**src/sv/private_timer_watchdog_core_assert.svh**
```systemverilog
// Assertion macros shared by the private timer and watchdog RTL.
`ifndef PRIVATE_TIMER_WATCHDOG_CORE_ASSERT_SVH
`define PRIVATE_TIMER_WATCHDOG_CORE_ASSERT_SVH

// Checks that the consequent holds in the same cycle as the antecedent.
`define PTWD_ASSERT_NOW(label, clk, rstn, ante, cons) \
    label: assert property (@(posedge clk) disable iff (!(rstn)) (ante) |-> (cons)) \
        else $error("private timer watchdog assertion failed");

// Checks that the consequent holds in the cycle after the antecedent.
`define PTWD_ASSERT_NEXT(label, clk, rstn, ante, cons) \
    label: assert property (@(posedge clk) disable iff (!(rstn)) (ante) |=> (cons)) \
        else $error("private timer watchdog assertion failed");

`endif

```
**src/sv/ptwd_pkg.sv**
```systemverilog
// Types and constants shared by the private timer and watchdog modules.
`default_nettype none

package ptwd_pkg;

    typedef struct packed {
        logic wdmode;
        logic inten;
        logic reload;
        logic enable;
    } ctl_t;

    localparam int CTL_BITS      = 4;
    localparam int CTL_PRESC_LSB = 8;
    localparam int DATA_WIDTH    = 32;
    localparam int USER_WIDTH    = 8;

    localparam logic [1:0] CMD_READ  = 2'd0;
    localparam logic [1:0] CMD_WRITE = 2'd1;
    localparam logic [1:0] CMD_TICK  = 2'd2;

    localparam logic [2:0] OFF_LOAD    = 3'd0;
    localparam logic [2:0] OFF_COUNT   = 3'd1;
    localparam logic [2:0] OFF_CONTROL = 3'd2;
    localparam logic [2:0] OFF_EVENT   = 3'd3;
    localparam logic [2:0] OFF_RESET   = 3'd4;
    localparam logic [2:0] OFF_DISABLE = 3'd5;

    localparam logic [31:0] WD_KEY1 = 32'h1234_5678;
    localparam logic [31:0] WD_KEY2 = 32'h8765_4321;

endpackage

`default_nettype wire

```
**src/sv/ptwd_unit_tick.sv**
```systemverilog
// Prescaler and down-counter step for one timer unit on a clock tick.
`default_nettype none

module ptwd_unit_tick #(
    parameter int COUNT_WIDTH    = 32,
    parameter int PRESCALE_WIDTH = 8
) (
    input  wire logic                      tick,
    input  wire ptwd_pkg::ctl_t            ctl,
    input  wire logic [PRESCALE_WIDTH-1:0] limit,
    input  wire logic [PRESCALE_WIDTH-1:0] presc,
    input  wire logic [COUNT_WIDTH-1:0]    cnt,
    input  wire logic [COUNT_WIDTH-1:0]    load,
    output logic      [PRESCALE_WIDTH-1:0] presc_next,
    output logic      [COUNT_WIDTH-1:0]    cnt_next,
    output logic                           expire
);

    logic reload_en;

    always_comb begin
        reload_en  = ctl.reload && !ctl.wdmode;
        presc_next = presc;
        cnt_next   = cnt;
        expire     = 1'b0;
        if (tick && ctl.enable) begin
            if (presc < limit) begin
                presc_next = presc + 1'b1;
            end else begin
                presc_next = '0;
                if (cnt != '0) begin
                    cnt_next = cnt - 1'b1;
                    expire   = (cnt == COUNT_WIDTH'(1));
                end else if (reload_en) begin
                    cnt_next = load;
                    expire   = (load == '0);
                end
            end
        end
    end

endmodule

`default_nettype wire

```
**src/sv/private_timer_watchdog_core.sv**
```systemverilog
// Top level of the private timer and watchdog with its register bank and stream ports.
`default_nettype none

`include "private_timer_watchdog_core_assert.svh"

// Every input beat is a register read, a register write or one clock tick for
// both units, and it produces exactly one result beat carrying the read data
// and the interrupt and reset flags as they stand after that beat. The core
// takes one beat per cycle while the output is not stalled: a beat goes into
// an input register, all register and counter updates happen in combinational
// logic, and the result lands in an output register. A stalled output holds
// the pipeline; the input side takes a beat whenever the input register is
// empty or its beat moves on to an output register that is free or being emptied.
module private_timer_watchdog_core #(
    parameter int COUNT_WIDTH    = 32,
    parameter int PRESCALE_WIDTH = 8
) (
    input  wire logic        aclk,
    input  wire logic        aresetn,
    input  wire logic        s_axis_tvalid,
    output logic             s_axis_tready,
    // wdata
    input  wire logic [31:0] s_axis_tdata,
    // cmd[1:0], unit[2], reg_offset[5:3], zero[7:6]
    input  wire logic [7:0]  s_axis_tuser,
    output logic             m_axis_tvalid,
    input  wire logic        m_axis_tready,
    // rdata
    output logic      [31:0] m_axis_tdata,
    // timer_irq[0], wdog_irq[1], wdog_reset[2], zero[7:3]
    output logic      [7:0]  m_axis_tuser
);

    localparam int PAD_BITS = ptwd_pkg::USER_WIDTH - 3;

    logic                      in_valid_reg;
    logic [1:0]                in_cmd_reg;
    logic                      in_unit_reg;
    logic [2:0]                in_off_reg;
    logic [31:0]               in_wdata_reg;
    logic                      advance;

    logic [COUNT_WIDTH-1:0]    tload_reg, tload_next, tcnt_reg, tcnt_next;
    ptwd_pkg::ctl_t            tctl_reg, tctl_next;
    logic [PRESCALE_WIDTH-1:0] tlim_reg, tlim_next, tpsc_reg, tpsc_next;
    logic                      tev_reg, tev_next;
    logic [COUNT_WIDTH-1:0]    wload_reg, wload_next, wcnt_reg, wcnt_next;
    ptwd_pkg::ctl_t            wctl_reg, wctl_next;
    logic [PRESCALE_WIDTH-1:0] wlim_reg, wlim_next, wpsc_reg, wpsc_next;
    logic                      wev_reg, wev_next, wrst_reg, wrst_next;
    logic                      dseq_reg, dseq_next;

    logic                      m_valid_reg;
    logic [31:0]               m_data_reg, m_data_next;
    logic [7:0]                m_user_reg, m_user_next;

    logic [COUNT_WIDTH-1:0]    t_cnt_tick, w_cnt_tick;
    logic [PRESCALE_WIDTH-1:0] t_psc_tick, w_psc_tick;
    logic                      t_expire, w_expire, is_tick;
    logic [31:0]               t_ctl_rd, w_ctl_rd;

    assign advance       = in_valid_reg && (!m_valid_reg || m_axis_tready);
    assign s_axis_tready = !in_valid_reg || advance;
    assign m_axis_tvalid = m_valid_reg;
    assign m_axis_tdata  = m_data_reg;
    assign m_axis_tuser  = m_user_reg;
    assign is_tick       = (in_cmd_reg == ptwd_pkg::CMD_TICK);

    ptwd_unit_tick #(
        .COUNT_WIDTH   (COUNT_WIDTH),
        .PRESCALE_WIDTH(PRESCALE_WIDTH)
    ) u_timer_tick (
        .tick      (is_tick),
        .ctl       (tctl_reg),
        .limit     (tlim_reg),
        .presc     (tpsc_reg),
        .cnt       (tcnt_reg),
        .load      (tload_reg),
        .presc_next(t_psc_tick),
        .cnt_next  (t_cnt_tick),
        .expire    (t_expire)
    );

    ptwd_unit_tick #(
        .COUNT_WIDTH   (COUNT_WIDTH),
        .PRESCALE_WIDTH(PRESCALE_WIDTH)
    ) u_wdog_tick (
        .tick      (is_tick),
        .ctl       (wctl_reg),
        .limit     (wlim_reg),
        .presc     (wpsc_reg),
        .cnt       (wcnt_reg),
        .load      (wload_reg),
        .presc_next(w_psc_tick),
        .cnt_next  (w_cnt_tick),
        .expire    (w_expire)
    );

    assign t_ctl_rd = 32'(tctl_reg) | (32'(tlim_reg) << ptwd_pkg::CTL_PRESC_LSB);
    assign w_ctl_rd = 32'(wctl_reg) | (32'(wlim_reg) << ptwd_pkg::CTL_PRESC_LSB);

    always_comb begin
        tload_next  = tload_reg;
        tcnt_next   = tcnt_reg;
        tctl_next   = tctl_reg;
        tlim_next   = tlim_reg;
        tpsc_next   = tpsc_reg;
        tev_next    = tev_reg;
        wload_next  = wload_reg;
        wcnt_next   = wcnt_reg;
        wctl_next   = wctl_reg;
        wlim_next   = wlim_reg;
        wpsc_next   = wpsc_reg;
        wev_next    = wev_reg;
        wrst_next   = wrst_reg;
        dseq_next   = dseq_reg;
        m_data_next = '0;
        unique case (in_cmd_reg)
            ptwd_pkg::CMD_READ: begin
                if (!in_unit_reg) begin
                    unique case (in_off_reg)
                        ptwd_pkg::OFF_LOAD:    m_data_next = 32'(tload_reg);
                        ptwd_pkg::OFF_COUNT:   m_data_next = 32'(tcnt_reg);
                        ptwd_pkg::OFF_CONTROL: m_data_next = t_ctl_rd;
                        ptwd_pkg::OFF_EVENT:   m_data_next = 32'(tev_reg);
                        default:               m_data_next = '0;
                    endcase
                end else begin
                    unique case (in_off_reg)
                        ptwd_pkg::OFF_LOAD:    m_data_next = 32'(wload_reg);
                        ptwd_pkg::OFF_COUNT:   m_data_next = 32'(wcnt_reg);
                        ptwd_pkg::OFF_CONTROL: m_data_next = w_ctl_rd;
                        ptwd_pkg::OFF_EVENT:   m_data_next = 32'(wev_reg);
                        ptwd_pkg::OFF_RESET:   m_data_next = 32'(wrst_reg);
                        default:               m_data_next = '0;
                    endcase
                end
            end
            ptwd_pkg::CMD_WRITE: begin
                if (!in_unit_reg) begin
                    unique case (in_off_reg)
                        ptwd_pkg::OFF_LOAD: begin
                            tload_next = in_wdata_reg[COUNT_WIDTH-1:0];
                            tcnt_next  = in_wdata_reg[COUNT_WIDTH-1:0];
                        end
                        ptwd_pkg::OFF_COUNT: begin
                            tcnt_next = in_wdata_reg[COUNT_WIDTH-1:0];
                        end
                        ptwd_pkg::OFF_CONTROL: begin
                            tctl_next        = ptwd_pkg::ctl_t'(in_wdata_reg[ptwd_pkg::CTL_BITS-1:0]);
                            tctl_next.wdmode = 1'b0;
                            tlim_next = in_wdata_reg[ptwd_pkg::CTL_PRESC_LSB +: PRESCALE_WIDTH];
                        end
                        ptwd_pkg::OFF_EVENT: begin
                            if (in_wdata_reg[0]) begin
                                tev_next = 1'b0;
                            end
                        end
                        default: ;
                    endcase
                end else begin
                    unique case (in_off_reg)
                        ptwd_pkg::OFF_LOAD: begin
                            wload_next = in_wdata_reg[COUNT_WIDTH-1:0];
                            wcnt_next  = in_wdata_reg[COUNT_WIDTH-1:0];
                        end
                        ptwd_pkg::OFF_COUNT: begin
                            wcnt_next = in_wdata_reg[COUNT_WIDTH-1:0];
                        end
                        ptwd_pkg::OFF_CONTROL: begin
                            wctl_next        = ptwd_pkg::ctl_t'(in_wdata_reg[ptwd_pkg::CTL_BITS-1:0]);
                            wctl_next.wdmode = in_wdata_reg[3] || wctl_reg.wdmode;
                            wlim_next = in_wdata_reg[ptwd_pkg::CTL_PRESC_LSB +: PRESCALE_WIDTH];
                        end
                        ptwd_pkg::OFF_EVENT: begin
                            if (in_wdata_reg[0]) begin
                                wev_next = 1'b0;
                            end
                        end
                        ptwd_pkg::OFF_RESET: begin
                            if (in_wdata_reg[0]) begin
                                wrst_next = 1'b0;
                            end
                        end
                        ptwd_pkg::OFF_DISABLE: begin
                            if (dseq_reg && in_wdata_reg == ptwd_pkg::WD_KEY2) begin
                                wctl_next.wdmode = 1'b0;
                                dseq_next        = 1'b0;
                            end else begin
                                dseq_next = (in_wdata_reg == ptwd_pkg::WD_KEY1);
                            end
                        end
                        default: ;
                    endcase
                end
            end
            ptwd_pkg::CMD_TICK: begin
                tcnt_next = t_cnt_tick;
                tpsc_next = t_psc_tick;
                wcnt_next = w_cnt_tick;
                wpsc_next = w_psc_tick;
                if (t_expire) begin
                    tev_next = 1'b1;
                end
                if (w_expire) begin
                    if (wctl_reg.wdmode) begin
                        wrst_next = 1'b1;
                    end else begin
                        wev_next = 1'b1;
                    end
                end
            end
            default: ;
        endcase
        m_user_next = {PAD_BITS'(0), wrst_next,
                       wev_next && wctl_next.inten && !wctl_next.wdmode,
                       tev_next && tctl_next.inten};
    end

    always_ff @(posedge aclk) begin
        if (!aresetn) begin
            in_valid_reg <= 1'b0;
            m_valid_reg  <= 1'b0;
            tload_reg    <= '0;
            tcnt_reg     <= '0;
            tctl_reg     <= '0;
            tlim_reg     <= '0;
            tpsc_reg     <= '0;
            tev_reg      <= 1'b0;
            wload_reg    <= '0;
            wcnt_reg     <= '0;
            wctl_reg     <= '0;
            wlim_reg     <= '0;
            wpsc_reg     <= '0;
            wev_reg      <= 1'b0;
            wrst_reg     <= 1'b0;
            dseq_reg     <= 1'b0;
        end else begin
            if (s_axis_tvalid && s_axis_tready) begin
                in_valid_reg <= 1'b1;
            end else if (advance) begin
                in_valid_reg <= 1'b0;
            end
            if (advance) begin
                m_valid_reg <= 1'b1;
            end else if (m_axis_tready) begin
                m_valid_reg <= 1'b0;
            end
            if (advance) begin
                tload_reg <= tload_next;
                tcnt_reg  <= tcnt_next;
                tctl_reg  <= tctl_next;
                tlim_reg  <= tlim_next;
                tpsc_reg  <= tpsc_next;
                tev_reg   <= tev_next;
                wload_reg <= wload_next;
                wcnt_reg  <= wcnt_next;
                wctl_reg  <= wctl_next;
                wlim_reg  <= wlim_next;
                wpsc_reg  <= wpsc_next;
                wev_reg   <= wev_next;
                wrst_reg  <= wrst_next;
                dseq_reg  <= dseq_next;
            end
        end
    end

    always_ff @(posedge aclk) begin
        if (s_axis_tvalid && s_axis_tready) begin
            in_cmd_reg   <= s_axis_tuser[1:0];
            in_unit_reg  <= s_axis_tuser[2];
            in_off_reg   <= s_axis_tuser[5:3];
            in_wdata_reg <= s_axis_tdata;
        end
        if (advance) begin
            m_data_reg <= m_data_next;
            m_user_reg <= m_user_next;
        end
    end

    // Counters and flags change only when a beat is processed.
    `PTWD_ASSERT_NEXT(a_state_holds, aclk, aresetn, !advance,
        $stable(tcnt_reg) && $stable(wcnt_reg) && $stable(wrst_reg) && $stable(tev_reg))

    // Watchdog mode is left only through the second key of the disable sequence.
    `PTWD_ASSERT_NEXT(a_wdmode_exit, aclk, aresetn,
        wctl_reg.wdmode && !(advance && in_cmd_reg == ptwd_pkg::CMD_WRITE && in_unit_reg
            && in_off_reg == ptwd_pkg::OFF_DISABLE && in_wdata_reg == ptwd_pkg::WD_KEY2),
        wctl_reg.wdmode)

    // A fresh result carries the timer interrupt and watchdog reset flags of the state it left behind.
    `PTWD_ASSERT_NEXT(a_result_flags, aclk, aresetn, advance,
        m_axis_tuser[0] == (tev_reg && tctl_reg.inten) && m_axis_tuser[2] == wrst_reg)

endmodule

`default_nettype wire
```
**config.mk**
```make
export PLATFORM = sky130hd
export DESIGN_NAME = private_timer_watchdog_core
export DESIGN_NICKNAME = d
export VERILOG_FILES = /design/src/sv/ptwd_pkg.sv /design/src/sv/ptwd_unit_tick.sv /design/src/sv/private_timer_watchdog_core.sv
export VERILOG_INCLUDE_DIRS = /design/src /design/src/sv
export SDC_FILE = /design/constraint.sdc
export NUM_CORES = 1
export LEC_CHECK = 0
export BUFFER_PORTS_ARGS = -buffer_cell sky130_fd_sc_hd__buf_4
export CAP_MARGIN = 20
export CORE_MARGIN = 1.5
export CORE_UTILIZATION = 60
export CTS_CLUSTER_SIZE = 24
export DETAILED_ROUTE_END_ITERATION = 8
export PLACE_DENSITY = 0.79
export SKIP_CTS_REPAIR_TIMING = 1
export SYNTH_ARGS = -nofsm -noshare
export SYNTH_HDL_FRONTEND = slang
export SYNTH_SLANG_ARGS = --single-unit
```
**constraint.sdc**
```tcl
create_clock -name aclk -period 5.2 [get_ports aclk]
set_input_delay 0.52 -clock aclk [delete_from_list [all_inputs] [get_ports aclk]]
set_output_delay 0.52 -clock aclk [all_outputs]
set_load 0.05 [all_outputs]
```
==> impl_metrics.ini <==
[cells_and_area]
instances_no_fill = 1839
fill_cells = 1800
drive_gt1_frac = 0.110
layout_commonest_cell = nand2_1
area_growth_pct = 11.5
fin_nets = 1608
n_antenna_cell = 0
layout_common_cells = nand2_1, dfxtp_1, a21oi_1

[detailed_routing]
first_pass_iters = 5
drtIter0Drc = 2102
wl_per_cell_um = 22.0
dr_total_vias = 12400
drc = 0
vias_per_cell = 6.76
drt.antenna.violating_nets = 0
routed_wl_mm = 40.5

[worst_setup_path]
cp-start-kind = register
critPathKind = register to register
critical_path.max_stage_delay_ns = 0.80
slowest_stage = or3_1
crit_arrival_ns = 4.02
cp_max_fo = 43
cp_cell_sequence = or3_1, a2111o_1, nor3b_1, a31o_2, o31ai_1, o221a_2
required_ns = 5.63
worstSetupEndpointType = register

[die]
fp.dieW_um = 152
dieArea_sq_mm = 0.0230
rows = 54
coreArea_sq_mm = 0.0218
start_util = 0.610
num_io_pins = 86
die_h_um = 152

[sta]
period_needed_ns = 3.59
tightestPinTransition_ns = 1.10
max_freq_mhz = 279
finalCritPeriodShare = 0.690
finalHoldViolCount = 0
slew_viol_final = 0
fin_skew_ns = 0.0132
finalSetupViolCount = 0
tns_ns = 0
relSlewSlack = 0.266
rsz0062_at_grt = no

[clock_tree]
cts_buffer_depth = 3
cts_max_level = 1
clock-root-buffer = clkbuf_16
cts_sinks = 246
path_clk_slew_ns = 0.06
clock_latency_ns = 0.54
tritoncts = done
cts_buffers = 26

[power_and_ir_drop]
power_leakage_nw = 5.52
powerDensity_mw_per_mm2 = 331
vdd_drop_max_mv = 0.261
total_power_w = 0.00489

[grt]
grt_pass1_wl_mm = 61.8
grt_use_total = 0.350
overflow = 0
antenna_found_initial = 0
grt_max_degree = 67
grt_pass1_vias = 11000

[logic_synthesis]
yosysTopAreaCell = dfxtp_1
synth_warnings = 0
synthArstFlopShare = 0
synth_edf_count = 73
yosysUniqueCellTypes = 73
synth_top_area_frac = 0.261
ys_ff_latch = 246
synth.cell_area_sq_mm = 0.0133
yosys-top-cells-area = dfxtp_1, edfxtp_1, nand2_1
postSynthAreaPerCell_sq_um = 8.70
synth_cells = 1525
yosysSeqAreaShare = 0.426
synthFlopType = dfxtp_1

[min_path]
hold_class = input pin to register

[placement]
post-place-cells = 1791
dp_hpwl_mm = 27.6
place_congestion = 0.987
numPortBuffers = 78

[run_status]
status = finished, final reports clean

[job]
max_cap_violations = 0
==> power by group <==
| group | leakage, nW | internal (W) | switching, W |
|---|---|---|---|
| registers | 2.10 | 0.00203 | 0.0000822 |
| clock network | 0.415 | 0.00113 | 0.000804 |
| logic | 3.01 | 0.000293 | 0.000561 |
| total | 5.52 | 0.00345 | 0.00145 |
==> routing by layer <==
| metal | GRT usage | vias up | wire, um |
|---|---|---|---|
| met5 | 0 | - | 0 |
| met4 | 0.143 | 0 | 1790 |
| met3 | 0.0656 | 117 | 4640 |
| met2 | 0.519 | 792 | 17500 |
| met1 | 0.502 | 5877 | 16500 |
| li1 | - | 5638 | - |
==> layout make-up <==
class | count | area, sq um | area share
clock inverters | 13 | 168 | 0.0113
multi-input cells | 1137 | 7050 | 0.476
inverters | 28 | 106 | 0.00719
repair buffers | 100 | 751 | 0.0508
clock buffers | 35 | 716 | 0.0484
well taps | 280 | 350 | 0.0237
flip-flops and latches | 246 | 5660 | 0.382
==> through the flow <==
step           utilization  hold WS [ns]  area [sq um]  setup WS (ns)
2_1_floorplan            -         0.444         13300           2.39
3_3_place_gp         0.639         0.459         13900           1.76
3_5_place_dp         0.639         0.460         13900           1.73
4_1_cts              0.680         0.142         14800           1.70
5_1_grt              0.680         0.139         14800           1.35
6_report             0.680         0.153         14800           1.61
==> kinds of logic after synthesis <==
family / synth area share
simple gates: 0.206
compound gates: 0.198
flops: 0.426
buf+inv: 0.0462
mux: 0.0681
xor+xnor: 0.0317
fa+ha+maj: 0.0236
other cells: 0.000283
==> cell usage after synthesis, types with 13 or more instances <==
cell and number:
a211oi_1 40, a21oi_1 154, a311oi_1 19, a31oi_1 27, and2_1 22, clkbuf_1 91
dfxtp_1 173, edfxtp_1 73, ha_1 25, inv_1 26, mux2i_1 79, nand2_1 215
nand3_1 35, nand4_1 30, nor2_1 106, nor2b_1 18, nor3_1 29, nor4_1 29
o211ai_1 25, o21a_1 15, o21ai_0 49, o22ai_1 22, or3_1 13, xnor2_1 15
xor2_1 33
==> critical path: cells and delay by family (launching register included) <==
family / cells / cell delay, ns
AOI/OAI and AO/OA: 4 / 1.83
and+or+nand+nor: 2 / 1.06
DFF: 1 / 0.56
==> path summary, 6_finish.rpt <==
check | startpoint | end | slack, ns | depth (start not counted)
max | in_off_reg[2]$_DFFE_PP_ | tcnt_reg[29]$_SDFFE_PN0P_ | 1.61 | 6
min | s_axis_tuser[1] | in_cmd_reg[1]$_DFFE_PP_ | 0.15 | 1
min reg2reg | wctl_reg[2]$_SDFFE_PN0P_ | wctl_reg[2]$_SDFFE_PN0P_ | 0.47 | 2
max reg2reg | in_off_reg[2]$_DFFE_PP_ | tcnt_reg[29]$_SDFFE_PN0P_ | 1.61 | 6
Note: power is estimated with default switching activity, not from simulation.
